<file path="config.mk">
export PLATFORM = sky130hd
export DESIGN_NAME = sbl_fifo
export DESIGN_NICKNAME = d
export VERILOG_FILES = /design/src/sbl_pkg.sv /design/src/sbl_fifo.sv
export SDC_FILE = /design/constraint.sdc
export NUM_CORES = 1
export LEC_CHECK = 0
export BUFFER_PORTS_ARGS = -buffer_cell sky130_fd_sc_hd__buf_2
export CAP_MARGIN = 20
export CORE_MARGIN = 4
export CORE_UTILIZATION = 57
export DETAILED_ROUTE_END_ITERATION = 12
export GPL_ROUTABILITY_DRIVEN = 0
export HOLD_SLACK_MARGIN = 0.05
export PLACE_DENSITY = 0.85
export SYNTH_ARGS = -nofsm -noshare
export SYNTH_HDL_FRONTEND = slang
export SYNTH_SLANG_ARGS = --single-unit
</file>
<file path="constraint.sdc">
create_clock -name clk_i -period 4.2 [get_ports clk_i]
set_input_delay 0.42 -clock clk_i [delete_from_list [all_inputs] [get_ports clk_i]]
set_output_delay 0.42 -clock clk_i [all_outputs]
set_load 0.01 [all_outputs]
</file>
<file path="src/sbl_pkg.sv">
// ----------------------------------------------------------------------------
// sbl_pkg: shared types and constants of the spectral bin limiter
// Register indexes, pipeline payload types, log and exp2 constants.
// ----------------------------------------------------------------------------
`default_nettype none

package sbl_pkg;

  localparam int FIFO_DEPTH = 4;

  localparam logic [7:0] REG_LIMIT_ENABLE   = 8'd0;
  localparam logic [7:0] REG_LEVEL_OFFSET   = 8'd1;
  localparam logic [7:0] REG_THRESH_FLOOR   = 8'd2;
  localparam logic [7:0] REG_THRESH_CEILING = 8'd3;

  localparam logic        RST_LIMIT_ENABLE   = 1'b1;
  localparam logic [15:0] RST_LEVEL_OFFSET   = 16'hD000;
  localparam logic [15:0] RST_THRESH_FLOOR   = 16'hA600;
  localparam logic [15:0] RST_THRESH_CEILING = 16'h0000;

  // 2560*log10(2) in Q16
  localparam logic signed [26:0] LOG_K      = 27'sd50504453;
  localparam logic signed [17:0] ZERO_LEVEL = -18'sd51200;

  typedef struct packed {
    logic               enable;
    logic signed [15:0] offset;
    logic signed [15:0] floor;
    logic signed [15:0] ceiling;
  } cfg_t;

  typedef struct packed {
    logic signed [31:0] re;
    logic signed [31:0] im;
    logic signed [15:0] thr;
    logic               last;
  } carry_t;

  typedef struct packed {
    logic signed [31:0] re;
    logic signed [31:0] im;
    logic [6:0]         q;
    logic [15:0]        f;
    logic               lim;
    logic               last;
  } work_t;

  typedef logic [15:0][31:0] exp_tab_t;

  function automatic logic [63:0] isqrt64(logic [63:0] v);
    logic [63:0] res;
    logic [63:0] bitv;
    logic [63:0] rem;
    res  = '0;
    bitv = 64'h4000_0000_0000_0000;
    rem  = v;
    for (int k = 0; k < 32; k++) begin
      if (bitv > rem) begin
        bitv = bitv >> 2;
      end
    end
    for (int k = 0; k < 32; k++) begin
      if (bitv != '0) begin
        if (rem >= res + bitv) begin
          rem = rem - (res + bitv);
          res = (res >> 1) + bitv;
        end else begin
          res = res >> 1;
        end
        bitv = bitv >> 2;
      end
    end
    return res;
  endfunction

  // factor j holds 2^(-2^-(j+1)) in Q32
  function automatic exp_tab_t exp_table();
    exp_tab_t    tab;
    logic [63:0] c;
    c = 64'h8000_0000;
    for (int j = 0; j < 16; j++) begin
      c = isqrt64(c << 32);
      tab[j] = c[31:0];
    end
    return tab;
  endfunction

  localparam exp_tab_t EXP_C = exp_table();

endpackage

`default_nettype wire

</file>
<file path="src/sbl_fifo.sv">
// ----------------------------------------------------------------------------
// sbl_fifo: queue between classification and scaling
// Small register queue; either side stalls on its own.
// ----------------------------------------------------------------------------
`default_nettype none

module sbl_fifo #(
  parameter int Depth = sbl_pkg::FIFO_DEPTH
) (
  input  wire logic           clk_i,
  input  wire logic           rst_ni,
  input  wire logic           push_i,
  input  wire sbl_pkg::work_t data_i,
  output logic                full_o,
  input  wire logic           pop_i,
  output sbl_pkg::work_t      data_o,
  output logic                empty_o
);

  localparam int PtrW = (Depth > 1) ? $clog2(Depth) : 1;
  localparam int CntW = $clog2(Depth + 1);

  sbl_pkg::work_t mem_q [Depth];
  logic [PtrW-1:0] wptr_q, rptr_q;
  logic [CntW-1:0] cnt_q;

  function automatic logic [PtrW-1:0] bump(logic [PtrW-1:0] p);
    return (p == PtrW'(Depth - 1)) ? '0 : p + 1'b1;
  endfunction

  always_ff @(posedge clk_i or negedge rst_ni) begin
    if (!rst_ni) begin
      wptr_q <= '0;
      rptr_q <= '0;
      cnt_q  <= '0;
    end else begin
      if (push_i) begin
        wptr_q <= bump(wptr_q);
      end
      if (pop_i) begin
        rptr_q <= bump(rptr_q);
      end
      if (push_i && !pop_i) begin
        cnt_q <= cnt_q + 1'b1;
      end else if (pop_i && !push_i) begin
        cnt_q <= cnt_q - 1'b1;
      end
    end
  end

  always_ff @(posedge clk_i) begin
    if (push_i) begin
      mem_q[wptr_q] <= data_i;
    end
  end

  assign data_o  = mem_q[rptr_q];
  assign full_o  = (cnt_q == CntW'(Depth));
  assign empty_o = (cnt_q == '0);

  a_cnt_bound: assert property (@(posedge clk_i) disable iff (!rst_ni)
    cnt_q <= CntW'(Depth)) else $error("queue count above depth");
  a_no_overflow: assert property (@(posedge clk_i) disable iff (!rst_ni)
    push_i |-> !full_o) else $error("push into full queue");
  a_no_underflow: assert property (@(posedge clk_i) disable iff (!rst_ni)
    pop_i |-> !empty_o) else $error("pop from empty queue");
  a_empty_ptrs: assert property (@(posedge clk_i) disable iff (!rst_ni)
    empty_o |-> (rptr_q == wptr_q)) else $error("empty queue with unequal pointers");

endmodule

`default_nettype wire

</file>
==> impl_metrics.toml, run 1 <==
[yosys]
syn_nets = 602
synth_top_area_cell = "edfxtp_1"
async_flop_share = 0.0193
yosysMostFrequentCell = "edfxtp_1"
syn-mean-instance-area_um2 = 26.6
synthTopCellsByArea = "edfxtp_1 (80%), mux4_2 (15%), buf_12 (1.3%), dfrtp_1 (1.3%), ha_1 (0.56%)"
yosysSeqAreaShare = 0.814
synth_common_cells = "edfxtp_1 (356), mux4_2 (89), buf_12 (9), buf_2 (9), dfrtp_1 (7)"
synth_top_area_frac = 0.801
synth_top_flop_cell = "edfxtp_1"
ys_ff_latch = 363
postSynthCellCount = 502
netlist_area_um2 = 13300
ys_types = 19
synth-edff-count = 356
ys_warn_count = 0

[sta]
skew_ns = 0.0124
period_share = 0.698
worst_pin_slew_ns = 1.03
rsz0062_at_grt = "no"
setup_tns_ns = 0
slew_headroom = 0.312
slew_viol_final = 0
period_needed_ns = 2.93
fmax_ghz = 0.341
hold_viol_final = 0
setup_viol = 0

[floorplan]
io_pins = 184
rows = 55
die_h_um = 161
die_x_um = 161
initial_utilization = 0.584
core_um2 = 22800
dieArea_um2 = 25900

[detailed_routing]
drt-total-wl_um = 24900
routedWlPerCell_um = 23.7
antenna_left = 0
drc_errors = 0
vias = 6006
drtIter0Drc = 441
via_per_inst = 5.70
dr.pass1.iters = 5

[cts]
clock-sinks = 363
clock_path_buffers = 3
cts-root-buf = "clkbuf_16"
cts_buffers = 37
cts.clk_slew.worst_paths_ns = 0.06
tritoncts = "built"
htreeDepth = 2
clk_latency_ns = 0.49

[critical_path]
cp-end-kind = "primary output"
worstSetupPathType = "reg2out"
critPathLaunchType = "flop"
cp_data_arrival_time_ns = 2.51
required_ns = 3.78
crit_fanout = 69

[global_route]
grt_usage = 0.196
grt_pass1_vias = 6589
grt_first_pass_wirelength_um = 38800
grt_max_degree = 93
globalRouteOverflowTotal = 0
antenna_found_initial = 4

[place]
dp_hpwl_um = 15100
place_area_um2 = 14500
portBuffers = 183

[layout]
num_antenna_cells = 0
nets = 815
drive_above_1_share = 0.459
area_delta_synth_final_pct = 17.8
fin_area_um2 = 15700

[power_and_ir_drop]
ir_drop_v = 0.000707
power_uw = 11000
power_density_nw_per_um2 = 700
p_leak_uw = 0.00540

[job]
cap_violations = 0

[min_path]
hold_class = "in2reg"

[status]
status = "completed"
==> report_power, final <==
part / leakage [µW] / internal (µW) / switching (µW)
Clock: 0.000577 / 1980 / 1240
Sequential: 0.00335 / 4650 / 300
Combinational: 0.00147 / 1370 / 1470
Total: 0.00540 / 8000 / 3010
==> critical path: stages (launching register included) <==
cell	delay, ns
dfrtp_4	1.06
buf_4	0.37
mux4_2	0.34
buf_2	0.16
==> logic make-up after synthesis <==
family	count (synthesis)	synth area share
flops	363	0.814
buf+inv	24	0.0191
simple gates	11	0.00422
fa+ha+maj	7	0.00712
compound gates	2	0.000750
xor+xnor	3	0.00197
mux	92	0.153
==> layout by cell type, fill, tap and decap left out, drive strengths merged <==
cell	synthesis	layout
xor2	2	2
o21ai	2	2
edfxtp	356	356
clkbuf	1	44
nor3	1	1
mux4	89	89
ha	6	6
inv	4	4
and2	4	4
nor3b	1	1
xnor2	1	1
nor2	3	3
buf	19	193
fa	1	1
clkinvlp	0	2
mux2	3	3
bufinv	0	6
dlygate4sd3	0	1
dfrtp	7	7
clkinv	0	12
nand2	2	2
==> final timing paths <==
| path | slack, ns | end | startpoint | cells past startpoint |
|---|---|---|---|---|
| max in group asynchronous | 3.69 | rptr_q[1]$_DFFE_PN0P_ | rst_ni | 2 |
| min in group asynchronous | 0.32 | cnt_q[0]$_DFFE_PN0P_ | rst_ni | 2 |
| worst min register to register | 0.53 | cnt_q[2]$_DFFE_PN0P_ | cnt_q[2]$_DFFE_PN0P_ | 1 |
| worst max-delay path | 1.27 | data_o[78] | rptr_q[1]$_DFFE_PN0P_ | 3 |
| worst max register to register | 1.92 | mem_q[3][8]$_DFFE_PP_ | wptr_q[0]$_DFFE_PN0P_ | 3 |
| worst min-delay path | 0.14 | mem_q[0][39]$_DFFE_PP_ | data_i[39] | 1 |
==> state kept, by name, indices dropped and copies added (netlist names) <==
| name | flops |
|---|---|
| rptr_q | 2 |
| cnt_q | 3 |
| mem_q | 356 |
| wptr_q | 2 |
==> stage by stage <==
step | setup WS (ns) | instances | utilization | hold slack [ns]
after floorplan | 1.05 | 502 | - | 0.124
after global placement | 1.79 | 988 | 0.635 | 0.265
after detailed placement | 1.77 | 988 | 0.635 | 0.270
after CTS | 1.22 | 1053 | 0.688 | 0.113
after global routing | 1.17 | 1053 | 0.688 | 0.116
final | 1.27 | 1053 | 0.688 | 0.139
==> layout make-up <==
cell class              count  area, µm²
clock buffers              44        952
clock inverters            20        245
fillers                  1415       7120
inverters                   4       15.0
multi-input cells         115       2240
flip-flops and latches    363      10900
well taps                 313        392
repair buffers            194       1010
==> repair_timing <==
item	4_1_cts	5_1_grt
resized for setup	0	0
endpoints found under the hold margin	7	0
hold buffers	1	0
buffers inserted	0	0
==> layer usage <==
layer | track usage | vias to the layer above | share of wire
li1 | - | 2580 | -
met1 | 0.268 | 3130 | 0.40
met2 | 0.326 | 242 | 0.51
met3 | 0.0546 | 46 | 0.073
met4 | 0.0434 | 8 | 0.018
met5 | 0 | - | 0.0018
No activity file was read; power rests on OpenSTA's default activity.
==> run 2: changes to the inputs <==
--- a/config.mk
+++ b/config.mk
@@ -8,11 +8,11 @@
 export BUFFER_PORTS_ARGS = -buffer_cell sky130_fd_sc_hd__buf_2
 export CAP_MARGIN = 20
 export CORE_MARGIN = 4
-export CORE_UTILIZATION = 57
+export CORE_UTILIZATION = 51
 export DETAILED_ROUTE_END_ITERATION = 12
 export GPL_ROUTABILITY_DRIVEN = 0
 export HOLD_SLACK_MARGIN = 0.05
-export PLACE_DENSITY = 0.85
+export PLACE_DENSITY = 0.81
 export SYNTH_ARGS = -nofsm -noshare
 export SYNTH_HDL_FRONTEND = slang
 export SYNTH_SLANG_ARGS = --single-unit
==> constraint.sdc (replaced) <==
create_clock -name clk_i -period 2.62 [get_ports clk_i]
set_input_delay 0.262 -clock clk_i [delete_from_list [all_inputs] [get_ports clk_i]]
set_output_delay 0.262 -clock clk_i [all_outputs]
set_load 0.01 [all_outputs]
==> run 2 against run 1 <==
Against the previous run:
- critical path type unchanged
- total power grew 59%
- via count grew 5.6%
- clock skew grew 0.0066 ns
- critical path depth is the same
==> impl_metrics.toml, run 2 (synthesized netlist as in run 1, its figures left out) <==
[cts]
cts.clk_slew.worst_paths_ns = 0.05
clock-sinks = 363
clock_path_buffers = 3
tritoncts = "built"
clk_latency_ns = 0.50
cts-root-buf = "clkbuf_16"
htreeDepth = 2
cts_buffers = 37

[sta]
fmax_ghz = 0.397
period_needed_ns = 2.52
rsz0062_at_grt = "no"
period_share = 0.961
slew_viol_final = 0
hold_viol_final = 0
worst_pin_slew_ns = 0.643
setup_tns_ns = 0
setup_viol = 0
skew_ns = 0.0190
slew_headroom = 0.571

[global_route]
grt_usage = 0.183
grt_pass1_vias = 6952
globalRouteOverflowTotal = 0
grt_max_degree = 62
grt_first_pass_wirelength_um = 40300
antenna_found_initial = 2

[layout]
nets = 911
fill_cells = 1621
ff_latch_area_um2 = 10900
multi_input_area_um2 = 2240
regMostFlops = "mem_q"
largest_register_ffs = 356
final_cell_mix = "edfxtp_1 (356), buf_2 (183), dlygate4sd3_1 (91)"
reg_top3 = "mem_q x356, cnt_q x3"
area_delta_synth_final_pct = 25.1
layout_commonest_cell = "edfxtp_1"
final_cells = 1168
drive_above_1_share = 0.411

[critical_path]
crit_fanout = 35
cp_cell_sequence = "buf_4 > mux4_2 > buf_2"
worstSetupPathType = "reg2out"
critPathMaxStageDelay_ns = 0.81
cp_data_arrival_time_ns = 2.26
reg2reg_slack_ns = 0.74
cp-end-kind = "primary output"
required_ns = 2.36
crit_slowest_cell = "dfrtp_4"
critPathLaunchType = "flop"

[power_and_ir_drop]
seqPwrFrac = 0.448
power_density_nw_per_um2 = 1050
ir_drop_v = 0.000722
sw_frac_of_total = 0.279
p_leak_uw = 0.00578
p_comb_frac = 0.280
power_uw = 17600
clkPwrFrac = 0.272
switching_power_uw = 4900
p_int_uw = 12700

[detailed_routing]
dr.pass1.iters = 4
drt-total-wl_um = 26000
vias = 6344
antenna_left = 0
via_per_inst = 5.43
drtIter0Drc = 620
routedWlPerCell_um = 22.2
drc_errors = 0

[floorplan]
die_x_um = 170
dieArea_um2 = 28800
core_um2 = 25500
io_pins = 184
die_h_um = 170
rows = 58
initial_utilization = 0.524

[job]
cap_violations = 0

[place]
portBuffers = 183
dp_hpwl_um = 15100
placedCellCount = 1010

[min_path]
hold_class = "in2reg"

[status]
status = "completed"
[run 2: cell type report]
type / instances / area share
clock inverters: 17 / 0.00787
inverters: 4 / 0.000899
flip-flops and latches: 363 / 0.651
well taps: 330 / 0.0247
repair buffers: 290 / 0.123
multi-input cells: 115 / 0.134
diodes: 1 / 0.000150
clock buffers: 48 / 0.0579
[run 2: path summary, 6_finish.rpt]
check / start / endpoint / cells after the start
setup / recovery: rptr_q[1]$_DFFE_PN0P_ / data_o[25] / 3
hold / removal: push_i / wptr_q[1]$_DFFE_PN0P_ / 2
setup reg to reg: wptr_q[1]$_DFFE_PN0P_ / mem_q[1][20]$_DFFE_PP_ / 4
hold reg to reg: cnt_q[2]$_DFFE_PN0P_ / cnt_q[2]$_DFFE_PN0P_ / 1
max in group asynchronous: rst_ni / rptr_q[0]$_DFFE_PN0P_ / 2
min in group asynchronous: rst_ni / rptr_q[1]$_DFFE_PN0P_ / 2
[run 2: per-stage QoR]
step	cell area, µm²	hold slack (ns)	util	setup WS (ns)
5_1_grt	16700	0.102	0.655	0.0102
3_5_place_dp	14700	0.108	0.576	0.582
4_1_cts	16700	0.0713	0.655	0.0579
2_1_floorplan	13400	-0.0336	-	0.455
6_report	16700	0.0999	0.655	0.101
3_3_place_gp	14700	0.109	0.576	0.596
[run 2: power by group through the flow]
stage	clock, µW	combinational, µW	sequential (µW)
2_1_floorplan	0	3440	7730
3_3_place_gp	0	4720	7950
3_5_place_dp	0	4810	8050
4_1_cts	4880	4950	7930
5_1_grt	5180	5320	7960
6_report	4770	4920	7870
[run 2: per-layer routing]
layer / GRT usage / wire, µm / vias up
met5: 0 / 7 / -
met4: 0.0441 / 423 / 2
met3: 0.0422 / 1750 / 38
met2: 0.321 / 13900 / 242
met1: 0.236 / 9860 / 3284
li1: - / - / 2778
[run 2: critical path, delay by kind of cell (launching register included)]
kind	cells	cell delay, ns
flops	1	0.81
mux	1	0.38
buf+inv	2	0.54
[run 2: what timing repair did]
action / 4_1_cts / 5_1_grt
hold buffers: 91 / 0
hold endpoints to repair: 364 / 0
setup endpoints to repair: 0 / 11
resized for setup: 0 / 0
setup buffers: 0 / 1
